--- config.mk ---
export PLATFORM = sky130hd
export DESIGN_NAME = keyed_fact_table
export DESIGN_NICKNAME = d
export VERILOG_FILES = /design/src/kft_pkg.sv /design/src/keyed_fact_table.sv
export SDC_FILE = /design/constraint.sdc
export NUM_CORES = 1
export LEC_CHECK = 0
export BUFFER_PORTS_ARGS = -buffer_cell sky130_fd_sc_hd__clkbuf_2
export CAP_MARGIN = 20
export CORE_MARGIN = 2
export CORE_UTILIZATION = 35
export CTS_CLUSTER_SIZE = 8
export DETAILED_ROUTE_END_ITERATION = 10
export HOLD_SLACK_MARGIN = 0.03
export PLACE_DENSITY = 0.56
export SLEW_MARGIN = 20
export SYNTH_ARGS = -nofsm -noshare
export SYNTH_HDL_FRONTEND = slang
export SYNTH_SLANG_ARGS = --single-unit
--- constraint.sdc ---
create_clock -name aclk -period 10.5 [get_ports aclk]
set_input_delay 2.1 -clock aclk [delete_from_list [all_inputs] [get_ports aclk]]
set_output_delay 2.1 -clock aclk [all_outputs]
set_load 0.02 [all_outputs]
--- src/kft_pkg.sv ---
`timescale 1ns / 1ps
// kft_pkg: request codes and field widths for the keyed fact table
// no dependencies; imported by keyed_fact_table and its checker

package kft_pkg;

    localparam int KEY_W = 8;
    localparam int VAL_W = 8;
    localparam int REQ_W = 2;

    localparam logic [REQ_W-1:0] REQ_ADD    = 2'd0;
    localparam logic [REQ_W-1:0] REQ_GET    = 2'd1;
    localparam logic [REQ_W-1:0] REQ_REMOVE = 2'd2;
    localparam logic [REQ_W-1:0] REQ_NONE   = 2'd3;

    // input tdata bit positions
    localparam int S_REQ_LSB = 0;
    localparam int S_KEY_LSB = S_REQ_LSB + REQ_W;
    localparam int S_VAL_LSB = S_KEY_LSB + KEY_W;
    localparam int S_DATA_W  = 24;

    // result tdata bit positions
    localparam int M_HIT_BIT  = VAL_W;
    localparam int M_FULL_BIT = VAL_W + 1;
    localparam int M_DATA_W   = 16;

    typedef logic [KEY_W-1:0]        key_t;
    typedef logic signed [VAL_W-1:0] val_t;

    typedef struct packed {
        logic [KEY_W-1:0] key;
        logic [VAL_W-1:0] value;
    } entry_t;

endpackage

--- src/keyed_fact_table.sv ---
`timescale 1ns / 1ps
// keyed_fact_table: packed key/value table with add, get and remove requests
// depends on kft_pkg; entries live in one two-port memory scanned in order
//
// usage:
//   s_ channel takes one request item: req_type, key, value
//   m_ channel returns exactly one result item per request:
//     read_value, hit, full_error
//   cfg_ channel writes the unknown_code register (value of a get miss);
//   write it only while no request is in flight
// sequencing:
//   the scan visits each entry with a registered memory read and then a key
//   compare; a hit ends the scan at that entry, a miss ends it after the n
//   stored entries
//   a remove then moves each later entry down one place through the same
//   memory, with a read of the entry and then its write to the place below
//   s_tready is high only while the sequencer is idle
// reset:
//   aresetn clears the entry count, the sequencer and the result valid;
//   unknown_code returns to -1; entry storage is not cleared
// stalls:
//   a finished result sits in the output register until m_tready; the next
//   request is already accepted meanwhile, and its result waits at the end
//   of its scan until the output register frees up

module keyed_fact_table
    import kft_pkg::*;
#(
    parameter int ENTRIES = 32
) (
    input  logic                 aclk,
    input  logic                 aresetn,
    // request items
    input  logic                 s_tvalid,
    output logic                 s_tready,
    input  logic [S_DATA_W-1:0]  s_tdata,   // req_type[1:0], key[9:2], value[17:10], zero pad
    // result items
    output logic                 m_tvalid,
    input  logic                 m_tready,
    output logic [M_DATA_W-1:0]  m_tdata,   // read_value[7:0], hit[8], full_error[9], zero pad
    // unknown_code register write
    input  logic                 cfg_valid,
    output logic                 cfg_ready,
    input  logic [VAL_W-1:0]     cfg_data   // unknown_code[7:0]
);

    localparam int IDX_W = (ENTRIES > 1) ? $clog2(ENTRIES) : 1;
    localparam int CNT_W = $clog2(ENTRIES + 1);
    localparam logic [CNT_W-1:0] FULL_COUNT = CNT_W'(ENTRIES);

    // sequencer codes
    localparam logic [2:0] ST_IDLE   = 3'd0;
    localparam logic [2:0] ST_READ   = 3'd1;  // issue read of entry at ptr
    localparam logic [2:0] ST_CMP    = 3'd2;  // compare key of entry at ptr
    localparam logic [2:0] ST_SH_RD  = 3'd3;  // remove: read entry ptr+1
    localparam logic [2:0] ST_SH_WR  = 3'd4;  // remove: write it to ptr
    localparam logic [2:0] ST_DONE   = 3'd5;  // hand result to output register

    logic [2:0]        state_reg, state_next;
    logic [CNT_W-1:0]  count_reg, count_next;
    logic [CNT_W-1:0]  ptr_reg, ptr_next;
    logic [REQ_W-1:0]  req_reg, req_next;
    key_t              key_reg, key_next;
    val_t              val_reg, val_next;
    val_t              unknown_reg;

    // pending result of the request in work
    val_t              res_val_reg, res_val_next;
    logic              res_hit_reg, res_hit_next;
    logic              res_full_reg, res_full_next;

    // output register
    logic              m_valid_reg, m_valid_next;
    val_t              m_val_reg, m_val_next;
    logic              m_hit_reg, m_hit_next;
    logic              m_full_reg, m_full_next;

    // entry memory, one port each for read and write
    entry_t            mem [ENTRIES];
    entry_t            mem_q;
    logic [IDX_W-1:0]  rd_addr;
    logic [IDX_W-1:0]  wr_addr;
    logic              wr_en;
    entry_t            wr_data;

    logic              in_fire;
    logic [CNT_W-1:0]  ptr_inc;
    logic              key_match;
    logic              out_free;

    assign s_tready  = (state_reg == ST_IDLE);
    assign cfg_ready = 1'b1;
    assign in_fire   = s_tvalid && s_tready;
    assign ptr_inc   = ptr_reg + CNT_W'(1);
    assign key_match = (mem_q.key == key_reg);
    assign out_free  = !m_valid_reg || m_tready;

    assign m_tvalid = m_valid_reg;
    assign m_tdata  = {{(M_DATA_W - VAL_W - 2){1'b0}}, m_full_reg, m_hit_reg, m_val_reg};

    always_ff @(posedge aclk) begin
        if (wr_en) begin
            mem[wr_addr] <= wr_data;
        end
        mem_q <= mem[rd_addr];
    end

    always_comb begin
        state_next    = state_reg;
        count_next    = count_reg;
        ptr_next      = ptr_reg;
        req_next      = req_reg;
        key_next      = key_reg;
        val_next      = val_reg;
        res_val_next  = res_val_reg;
        res_hit_next  = res_hit_reg;
        res_full_next = res_full_reg;
        m_valid_next  = m_valid_reg;
        m_val_next    = m_val_reg;
        m_hit_next    = m_hit_reg;
        m_full_next   = m_full_reg;
        rd_addr       = ptr_reg[IDX_W-1:0];
        wr_addr       = ptr_reg[IDX_W-1:0];
        wr_en         = 1'b0;
        wr_data       = '{key: key_reg, value: val_reg};

        if (m_valid_reg && m_tready) begin
            m_valid_next = 1'b0;
        end

        case (state_reg)
            ST_IDLE: begin
                if (in_fire) begin
                    req_next      = s_tdata[S_REQ_LSB +: REQ_W];
                    key_next      = s_tdata[S_KEY_LSB +: KEY_W];
                    val_next      = s_tdata[S_VAL_LSB +: VAL_W];
                    ptr_next      = '0;
                    res_val_next  = '0;
                    res_hit_next  = 1'b0;
                    res_full_next = 1'b0;
                    // unused request code: all-zero result straight away
                    if (s_tdata[S_REQ_LSB +: REQ_W] == REQ_NONE) begin
                        state_next = ST_DONE;
                    end else begin
                        state_next = ST_READ;
                    end
                end
            end
            ST_READ: begin
                if (ptr_reg == count_reg) begin
                    // end of table, key absent
                    state_next = ST_DONE;
                    case (req_reg)
                        REQ_ADD: begin
                            if (count_reg != FULL_COUNT) begin
                                wr_en      = 1'b1;
                                wr_addr    = count_reg[IDX_W-1:0];
                                count_next = count_reg + CNT_W'(1);
                            end else begin
                                res_full_next = 1'b1;
                            end
                        end
                        REQ_GET: begin
                            res_val_next = unknown_reg;
                        end
                        default: begin
                        end
                    endcase
                end else begin
                    state_next = ST_CMP;
                end
            end
            ST_CMP: begin
                if (key_match) begin
                    res_hit_next = 1'b1;
                    case (req_reg)
                        REQ_ADD: begin
                            wr_en      = 1'b1;
                            state_next = ST_DONE;
                        end
                        REQ_GET: begin
                            res_val_next = val_t'(mem_q.value);
                            state_next   = ST_DONE;
                        end
                        default: begin
                            state_next = ST_SH_RD;
                        end
                    endcase
                end else begin
                    ptr_next   = ptr_inc;
                    state_next = ST_READ;
                end
            end
            ST_SH_RD: begin
                rd_addr = ptr_inc[IDX_W-1:0];
                if (ptr_inc < count_reg) begin
                    state_next = ST_SH_WR;
                end else begin
                    count_next = count_reg - CNT_W'(1);
                    state_next = ST_DONE;
                end
            end
            ST_SH_WR: begin
                wr_en      = 1'b1;
                wr_data    = mem_q;
                ptr_next   = ptr_inc;
                state_next = ST_SH_RD;
            end
            ST_DONE: begin
                if (out_free) begin
                    m_valid_next = 1'b1;
                    m_val_next   = res_val_reg;
                    m_hit_next   = res_hit_reg;
                    m_full_next  = res_full_reg;
                    state_next   = ST_IDLE;
                end
            end
            default: begin
                state_next = ST_IDLE;
            end
        endcase
    end

    always_ff @(posedge aclk) begin
        if (!aresetn) begin
            state_reg   <= ST_IDLE;
            count_reg   <= '0;
            m_valid_reg <= 1'b0;
            unknown_reg <= -8'sd1;
        end else begin
            state_reg   <= state_next;
            count_reg   <= count_next;
            m_valid_reg <= m_valid_next;
            if (cfg_valid && cfg_ready) begin
                unknown_reg <= cfg_data;
            end
        end
    end

    always_ff @(posedge aclk) begin
        ptr_reg      <= ptr_next;
        req_reg      <= req_next;
        key_reg      <= key_next;
        val_reg      <= val_next;
        res_val_reg  <= res_val_next;
        res_hit_reg  <= res_hit_next;
        res_full_reg <= res_full_next;
        m_val_reg    <= m_val_next;
        m_hit_reg    <= m_hit_next;
        m_full_reg   <= m_full_next;
    end

endmodule

==> Yosys cells after proc, flatten, opt, wreduce, memory -nomap -nowiden <==
Memory sizes are Yosys's and may differ from the RTL's. A register that Yosys moved wholly into a read port is not among the register bits.
Index checks and enable logic that the tools add are counted.
{ "word_totals": {"word_cells": 106, "latchBits": 0, "ramBits": 512, "mem_count": 1, "romBits": 0, "out_inout_bits": 19, "reg_bits": 62, "input_bits": 37} }
{ "classes": {"bitwise": 0, "addsub": 3, "n_div": 0, "n_eq_ne": 21, "n_lt_le_gt_ge": 1, "mul": 0, "n_mux": 46, "shifts": 0, "n_reduce_logical": 20} }
{ "memory_table": {"columns": ["memory", "depth", "width", "read_ports", "rd_ports_with_merged_regs", "wr", "line_no", "rtl"], "rows": [
  ["mem", 32, 16, 1, 1, 1, "keyed_fact_table.sv:79", "entry_t mem [ENTRIES];"]
]} }
{ "ops": {"columns": ["operator", "n"], "rows": [
  ["two-way mux 8 bit", 5],
  ["two-way mux 6 bit", 6],
  ["two-way mux 5 bit", 5],
  ["one-hot mux 8 bit (3 select lines)", 1],
  ["two-way mux 3 bit", 6],
  ["!= test 2 bit (second input constant)", 9],
  ["one-hot mux 3 bit (6 select lines)", 1],
  ["one-hot mux 6 bit (3 select lines)", 1],
  ["two-way mux 1 bit", 16],
  ["two-way mux 16 bit", 1],
  ["adder 6 x 1 -> 6 bit (second input constant)", 2],
  ["one-hot mux 6 bit (2 select lines)", 1],
  ["AND reduction 5 bit", 2],
  ["equality test 8 bit", 1],
  ["equality test 3 x 2 -> 1 bit (second input constant)", 2],
  ["equality test 3 bit (second input constant)", 2],
  ["equality test 6 bit", 1],
  ["< comparator 6 bit", 1],
  ["!= test 6 bit (second input constant)", 1],
  ["AND reduction 2 bit", 3],
  ["AND reduction 3 bit", 2],
  ["AND reduction 6 bit", 1],
  ["nonzero test 2 bit", 3],
  ["nonzero test 3 bit", 2],
  ["other kinds (13)", 16]
]} }

==> Logic depth before layout (Yosys ltp) <==
Gate-level depths: netlist of run 1.
{ "logic_depth": {"ltp_word": 7, "mapped_depth": 12, "mapped_depth_nobuf": 10} }

==> Worst setup path after synthesis of run 1 <==
No wires, ideal clock.
{ "synth_path": {"path_kind": "reg2reg", "startpoint": "register ptr_reg[0]", "endpoint": "memory mem[28][0] (netlist name) (enable)", "setup_time_ps": 430, "required_time_ps": 10070, "period_less_slack_ps": 3507, "stages_incl_launch_ff": 6, "path_buffers": 0, "path_slack_ps": 6993, "arrival_time_ps": 3077, "path_cell_list": "edfxtp_1 ha_1 nor4b_4 and4_1 a21oi_2 nor4_1"} }
{ "synth_via": {"elab_chain_len": 5, "word_cells_on_any_way": 9, "cone_classes": "eq/ne (1); mux (8)"} }
{ "synth_lines": {"columns": ["element", "line_no", "rtl"], "rows": [
  ["start, declared", "keyed_fact_table.sv:61", "logic [CNT_W-1:0] ptr_reg, ptr_next;"],
  ["start signal, assigned", "keyed_fact_table.sv:241", "ptr_reg <= ptr_next;"],
  ["equality test 6 bit", "keyed_fact_table.sv:150", "if (ptr_reg == count_reg) begin"],
  ["two-way mux 1 bit", "keyed_fact_table.sv:150", null],
  ["one-hot mux 1 bit (3 select lines)", "keyed_fact_table.sv:131", "case (state_reg)"],
  ["two-way mux 1 bit", "keyed_fact_table.sv:102", "if (wr_en) begin"],
  ["two-way mux 1 bit (implied by the code)", "keyed_fact_table.sv:103", "mem[wr_addr] <= wr_data;"],
  ["end, declared", "keyed_fact_table.sv:79", null]
]} }
Parallel ways exist; a longest one is shown, timed or not.

==> Final worst setup path of run 1 <==
{ "layout_path": {"startpoint": "register state_reg[1]", "endpoint": "register mem_q[7] (netlist name)"} }
{ "layout_via": {"elab_chain_len": 2} }
{ "layout_lines": {"columns": ["element", "line_no", "rtl"], "rows": [
  ["start, declared", "keyed_fact_table.sv:59", "logic [2:0] state_reg, state_next;"],
  ["start signal, assigned", "keyed_fact_table.sv:231", "state_reg <= state_next;"],
  ["equality test 3 x 2 -> 1 bit", "keyed_fact_table.sv:131", null],
  ["two-way mux 5 bit", "keyed_fact_table.sv:131", null]
]} }
No other way between the ends.
A chain may end at the register's enable or synchronous reset.

==> impl_metrics.yaml, run 1 <==
logic_synthesis:
  synth-async-reset-ratio: 0
  synth_area_per_cell_sq_um: 20.4
  synth_edf_count: 556
  yosysWarnings: 0
  synthFlopType: "edfxtp_1"
  ys_top_cells_by_count: "556 x edfxtp_1, 128 x mux4_2, 62 x mux2i_1"
  synth_cell_types: 61
  syn_area_sq_um: 23400
  ys_ff_latch: 590
  synth.top_cell.area_share: 0.714
  netlist_instances: 1147
  ys_seq_area_frac: 0.743
  post-synth-top-count-cell: "edfxtp_1"
  synth_area_leaders: "edfxtp_1 71%, mux4_2 12%, dfxtp_1 2.9%"
  synth_top_cell_by_area: "edfxtp_1"
die:
  die_h_um: 263
  design.core.area_sq_um: 66000
  design.portCount: 56
  initial_core_util: 0.355
  die-area_sq_um: 68900
  die_x_um: 263
  rows: 94
sta:
  finalCritPeriodShare: 0.372
  fin_crit_ns: 3.90
  max_freq_mhz: 256
  hold_ws_ns: 0.417
  tightest_slew_ns: 1.09
  hold_viol: 0
  fin_worst_skew_ns: 0.0237
  finalMaxSlewViolations: 0
  setup_violations: 0
  slew_headroom: 0.270
  setup_tns_ns: 0
  rsz0062_at_grt: "no"
global_routing:
  use_met3: 0.0295
  grt.busiest_layer: "met2"
  overflow: 0
  use_met2: 0.259
  grt_util_met1: 0.189
  antenna_found_initial: 0
  grt_pass1_vias: 11800
  grt_usage: 0.151
  grt_pass1_wl_mm: 77.0
  grt_max_degree: 129
cells_and_area:
  antennaDiodeCount: 0
  largest_register_ffs: 512
  largest_register: "mem"
  synthToLayoutAreaGrowth_pct: 15.7
  final_nets: 1304
  top_regs: "mem x512, mem_q x16"
  layout.cells.non_filler: 2165
  drive_above_1_share: 0.272
  final_area_sq_um: 27100
route:
  wl_per_cell_um: 23.9
  avgViaCountPerCell: 5.21
  dr.pass1.iters: 5
  vias: 11300
  antenna_left: 0
  drt_wl_total_mm: 51.7
  first_iter_violations: 800
  drc: 0
worst_setup_path:
  start_kind: "flop"
  critPathCaptureType: "flop"
  worstSetupPathType: "reg -> reg"
  crit_required_ns: 10.96
  crit_arrival_ns: 4.36
  worstPathMaxFanout: 98
  ff2ff_setup_slack_ns: 6.60
  reg2reg_depth: 9
power_and_ir_drop:
  leakagePower_nw: 8.76
  power_density_nw_per_um2: 227
  max-vdd-ir-drop_v: 0.000125
  p_total_mw: 6.16
cts:
  cts_resized: 0
  tritoncts: "yes"
  clockBufferDepth: 3
  cts_buffers: 83
  root_buffer: "clkbuf_16"
  post_cts_buffers: 0
  cts_sinks: 590
  cts_hold_buf: 0
  htreeDepth: 3
  path_clk_slew_ns: 0.05
  insertion_delay_ns: 0.61
worst_hold_path:
  min_path_type: "reg -> reg"
  hold_depth: 0
place:
  dp_hpwl_mm: 28.8
  place.port_buffers: 42
  dp_cells: 2034
  dpl-instance-area_sq_um: 24800
  place_congestion: 0.752
status:
  outcome: "completed"
job:
  maxCapViolCount: 0
## power by group
part	total [mW]	internal (mW)	switching, mW
Sequential	2.80	2.74	0.0633
Combinational	0.962	0.408	0.554
Clock	2.40	1.47	0.923
Total	6.16	4.62	1.54
## logic make-up (layout without fill, tap and decap cells)
kind of cell,Yosys count,in the layout,synth area share
fa+ha+maj,12,12,0.00674
buf+inv,79,228,0.0202
xor+xnor,24,24,0.00930
compound gates,82,82,0.0306
flops,590,590,0.743
mux,206,206,0.157
other cells,2,7,0.000321
simple gates,152,152,0.0328
## final timing paths
kind | to | start
worst max register to register | mem_q[7] | state_reg[1]
worst max-delay path | mem_q[7] | state_reg[1]
worst min-delay path | m_val_reg[6] | res_val_reg[6]
worst min register to register | m_val_reg[6] | res_val_reg[6]
## metrics by stage
step,worst slack (ns),util
after floorplan,6.99,-
after global placement,6.42,0.375
after detailed placement,6.41,0.375
after CTS,6.36,0.410
after global routing,6.24,0.410
final,6.60,0.410
## placed cells by master (no fill, tap or decap), drive strengths merged, types with 2 or more instances in the layout
master,instances
and3,2
o31ai,4
a221oi,16
a32o,17
or2,2
nand2b,5
a31oi,2
mux2,16
a22o,9
conb,7
and2,6
nor2,29
a21o,3
ha,11
xnor2,11
clkbuf,171
mux2i,62
o211a,2
nor3b,3
inv,13
a21oi,11
buf,44
nand2,54
or3,2
nand3,5
o21ai,3
edfxtp,556
o21a,7
o22ai,2
nand3b,3
nor4,6
dfxtp,34
mux4,128
nor2b,8
nor3,22
xor2,13
nand4,2
## final cells by class
type | instances | area, sq um
clock buffer | 129 | 2290
clock inverter | 2 | 17.5
fill | 5781 | 38900
inverter | 11 | 43.8
multi-input combinational | 483 | 5700
sequential | 590 | 17400
tap | 864 | 1080
timing repair buffer | 86 | 566
## layer usage
layer  part of all wire  routed length [um]  up-vias
met5                  0                   0        -
met3              0.048                2480       80
met4              0.026                1330        0
met2               0.52               26700      263
met1               0.41               21200     6010
li1                   -                   -     4919
## critical path, cell delays in order, from the launching register on
cell	delay (ns)
dfxtp_1	0.69
nand3b_4	0.26
inv_4	0.24
xnor2_4	0.13
buf_4	0.55
buf_12	0.62
mux4_2	0.61
mux2i_1	0.24
a32o_1	0.33
a221oi_2	0.05
Note: power is estimated with default switching activity, not from simulation.
==> run 2: changes to the inputs <==
--- a/config.mk
+++ b/config.mk
@@ -12,7 +12,7 @@
 export CTS_CLUSTER_SIZE = 8
 export DETAILED_ROUTE_END_ITERATION = 10
 export HOLD_SLACK_MARGIN = 0.03
-export PLACE_DENSITY = 0.56
+export PLACE_DENSITY = 0.57
 export SLEW_MARGIN = 20
 export SYNTH_ARGS = -nofsm -noshare
 export SYNTH_HDL_FRONTEND = slang
==> constraint.sdc (replaced) <==
create_clock -name aclk -period 3.3 [get_ports aclk]
set_input_delay 0.66 -clock aclk [delete_from_list [all_inputs] [get_ports aclk]]
set_output_delay 0.66 -clock aclk [all_outputs]
set_load 0.02 [all_outputs]
==> run 2 against run 1 <==
  * Total power rose to 3.2 times the previous value
  * Wire length up 0.56%
  * Sequential share of layout area down 1.5 points
  * Non-clock buffer count up 29
  * Critical path depth unchanged
  * Combinational power rose to 3.4 times the previous value
  * First-iteration DRC count up 16%
  * Via count down 0.28%
  * Maximum frequency up 32%
==> impl_metrics.yaml, run 2 (synthesized netlist as in run 1, its figures left out) <==
status:
  outcome: "completed"
die:
  die_x_um: 263
  die-area_sq_um: 68900
  die_h_um: 263
  design.core.area_sq_um: 66000
  initial_core_util: 0.355
  design.portCount: 56
  rows: 94
sta:
  tightest_slew_ns: 1.08
  slew_headroom: 0.278
  fin_crit_ns: 2.96
  rsz0062_at_grt: "no"
  max_freq_mhz: 338
  hold_viol: 0
  hold_ws_ns: 0.229
  fin_worst_skew_ns: 0.0219
  finalCritPeriodShare: 0.897
  finalMaxSlewViolations: 0
  setup_slack_ns: 0.340
  setup_violations: 0
  setup_tns_ns: 0
worst_setup_path:
  critPathBufInv: 2
  crit_required_ns: 3.74
  crit_arrival_ns: 3.40
  start_kind: "flop"
  max_stage_delay_ns: 0.44
  crit_chain: "buf_4, ha_1, nand4b_1, xnor2_2, buf_12, mux4_2, mux2i_1, a32o_1, a221oi_2"
  worstSetupPathType: "reg -> reg"
  path_delay_family: "multiplexers"
  critPathCaptureType: "flop"
  cp_slowest_cell: "edfxtp_1"
  worstPathMaxFanout: 48
cells_and_area:
  synthToLayoutAreaGrowth_pct: 18.5
  top_regs: "mem x512, mem_q x16"
  largest_register_ffs: 512
  layout_commonest_cell: "edfxtp_1"
  post-route-util: 0.420
  fillers: 5696
  final_nets: 1333
  mostFrequentLayoutCells: "556 x edfxtp_1, 128 x mux4_2, 85 x clkbuf_16, 62 x mux2i_1, 53 x nand2_1"
  largest_register: "mem"
  antennaDiodeCount: 0
  drive_above_1_share: 0.292
cts:
  cts_buffers: 83
  root_buffer: "clkbuf_16"
  path_clk_slew_ns: 0.05
  insertion_delay_ns: 0.61
  cts_resized: 0
  clockBufferDepth: 3
  tritoncts: "yes"
  cts_sinks: 590
  cts_hold_buf: 0
  htreeDepth: 3
  post_cts_buffers: 0
power_and_ir_drop:
  max-vdd-ir-drop_v: 0.000382
  p_total_mw: 19.8
  power_switching_share: 0.252
  power_switching_mw: 5.00
  internal_power_mw: 14.8
  power_frac_clock: 0.388
  seq_power_share: 0.447
  power_density_nw_per_um2: 715
  power_frac_comb: 0.165
  leakagePower_nw: 9.02
route:
  antenna_left: 0
  drc: 0
  first_iter_violations: 924
  wl_per_cell_um: 23.7
  avgViaCountPerCell: 5.12
  dr.pass1.iters: 5
  vias: 11200
  drt_wl_total_mm: 52.0
place:
  preCtsSetupSlack_ns: 0.167
  dp_hpwl_mm: 29.9
  place_congestion: 0.748
  place.port_buffers: 42
global_routing:
  grt_pass1_wl_mm: 77.1
  grt_pass1_vias: 11800
  overflow: 0
  grt_usage: 0.152
  antenna_found_initial: 0
  grt_max_degree: 81
job:
  maxCapViolCount: 0
worst_hold_path:
  min_path_type: "in -> reg"
## run 2: changes by cell type in the layout (fill, tap and decap cells not counted), sizes merged
| cell | previous run | this run |
|---|---|---|
| buf | 44 | 73 |
| clkinv | 0 | 2 |
| clkbuf | 171 | 168 |
| inv | 13 | 14 |
## run 2: routing by layer
layer,global-route usage,wire length [um],up-vias
li1,-,-,4973
met2,0.264,26900,284
met3,0.0267,2690,76
met5,0,0,-
met1,0.189,21200,5908
met4,0.0573,1200,0
## run 2: through the flow
step / std cells / instance area, sq um
3_3_place_gp: 2062 / 25300
6_report: 2194 / 27700
2_1_floorplan: 1152 / 23400
5_1_grt: 2194 / 27700
4_1_cts: 2193 / 27700
3_5_place_dp: 2062 / 25300
## run 2: worst paths after layout
check | from | slack, ns | depth (start not counted) | end
min reg2reg | res_val_reg[2] | 0.41 | 0 | m_val_reg[2]
max | ptr_reg[0] | 0.34 | 9 | mem_q[12]
max reg2reg | ptr_reg[0] | 0.34 | 9 | mem_q[12]
min | s_tdata[2] | 0.23 | 1 | key_reg[0]
## run 2: layout make-up
type	instances	area [sq um]	area share
Inverter	11	43.8	0.00158
Tap cell	864	1080	0.0390
Clock inverter	5	58.8	0.00212
Timing Repair Buffer	115	1170	0.0421
Multi-Input combinational cell	483	5700	0.206
Clock buffer	126	2290	0.0826
Sequential cell	590	17400	0.627
## run 2: power by group through the flow
stage | registers, mW | clock network (mW) | logic (mW)
floorplan | 8.92 | 0 | 2.38
global placement | 8.99 | 0 | 3.27
detailed placement | 9.00 | 0 | 3.31
CTS | 8.86 | 7.87 | 3.31
global route | 8.88 | 8.18 | 3.53
finish | 8.86 | 7.70 | 3.27
## run 2: worst register-to-register path: cells and delay by family, from the launching register on
family	cells	cell delay, ns
buffers and inverters	2	0.52
DFF	1	0.44
muxes	2	0.76
AOI/OAI and AO/OA	2	0.34
and+or+nand+nor	1	0.18
xor gates and xnor gates	1	0.29
adders and majority gates	1	0.25
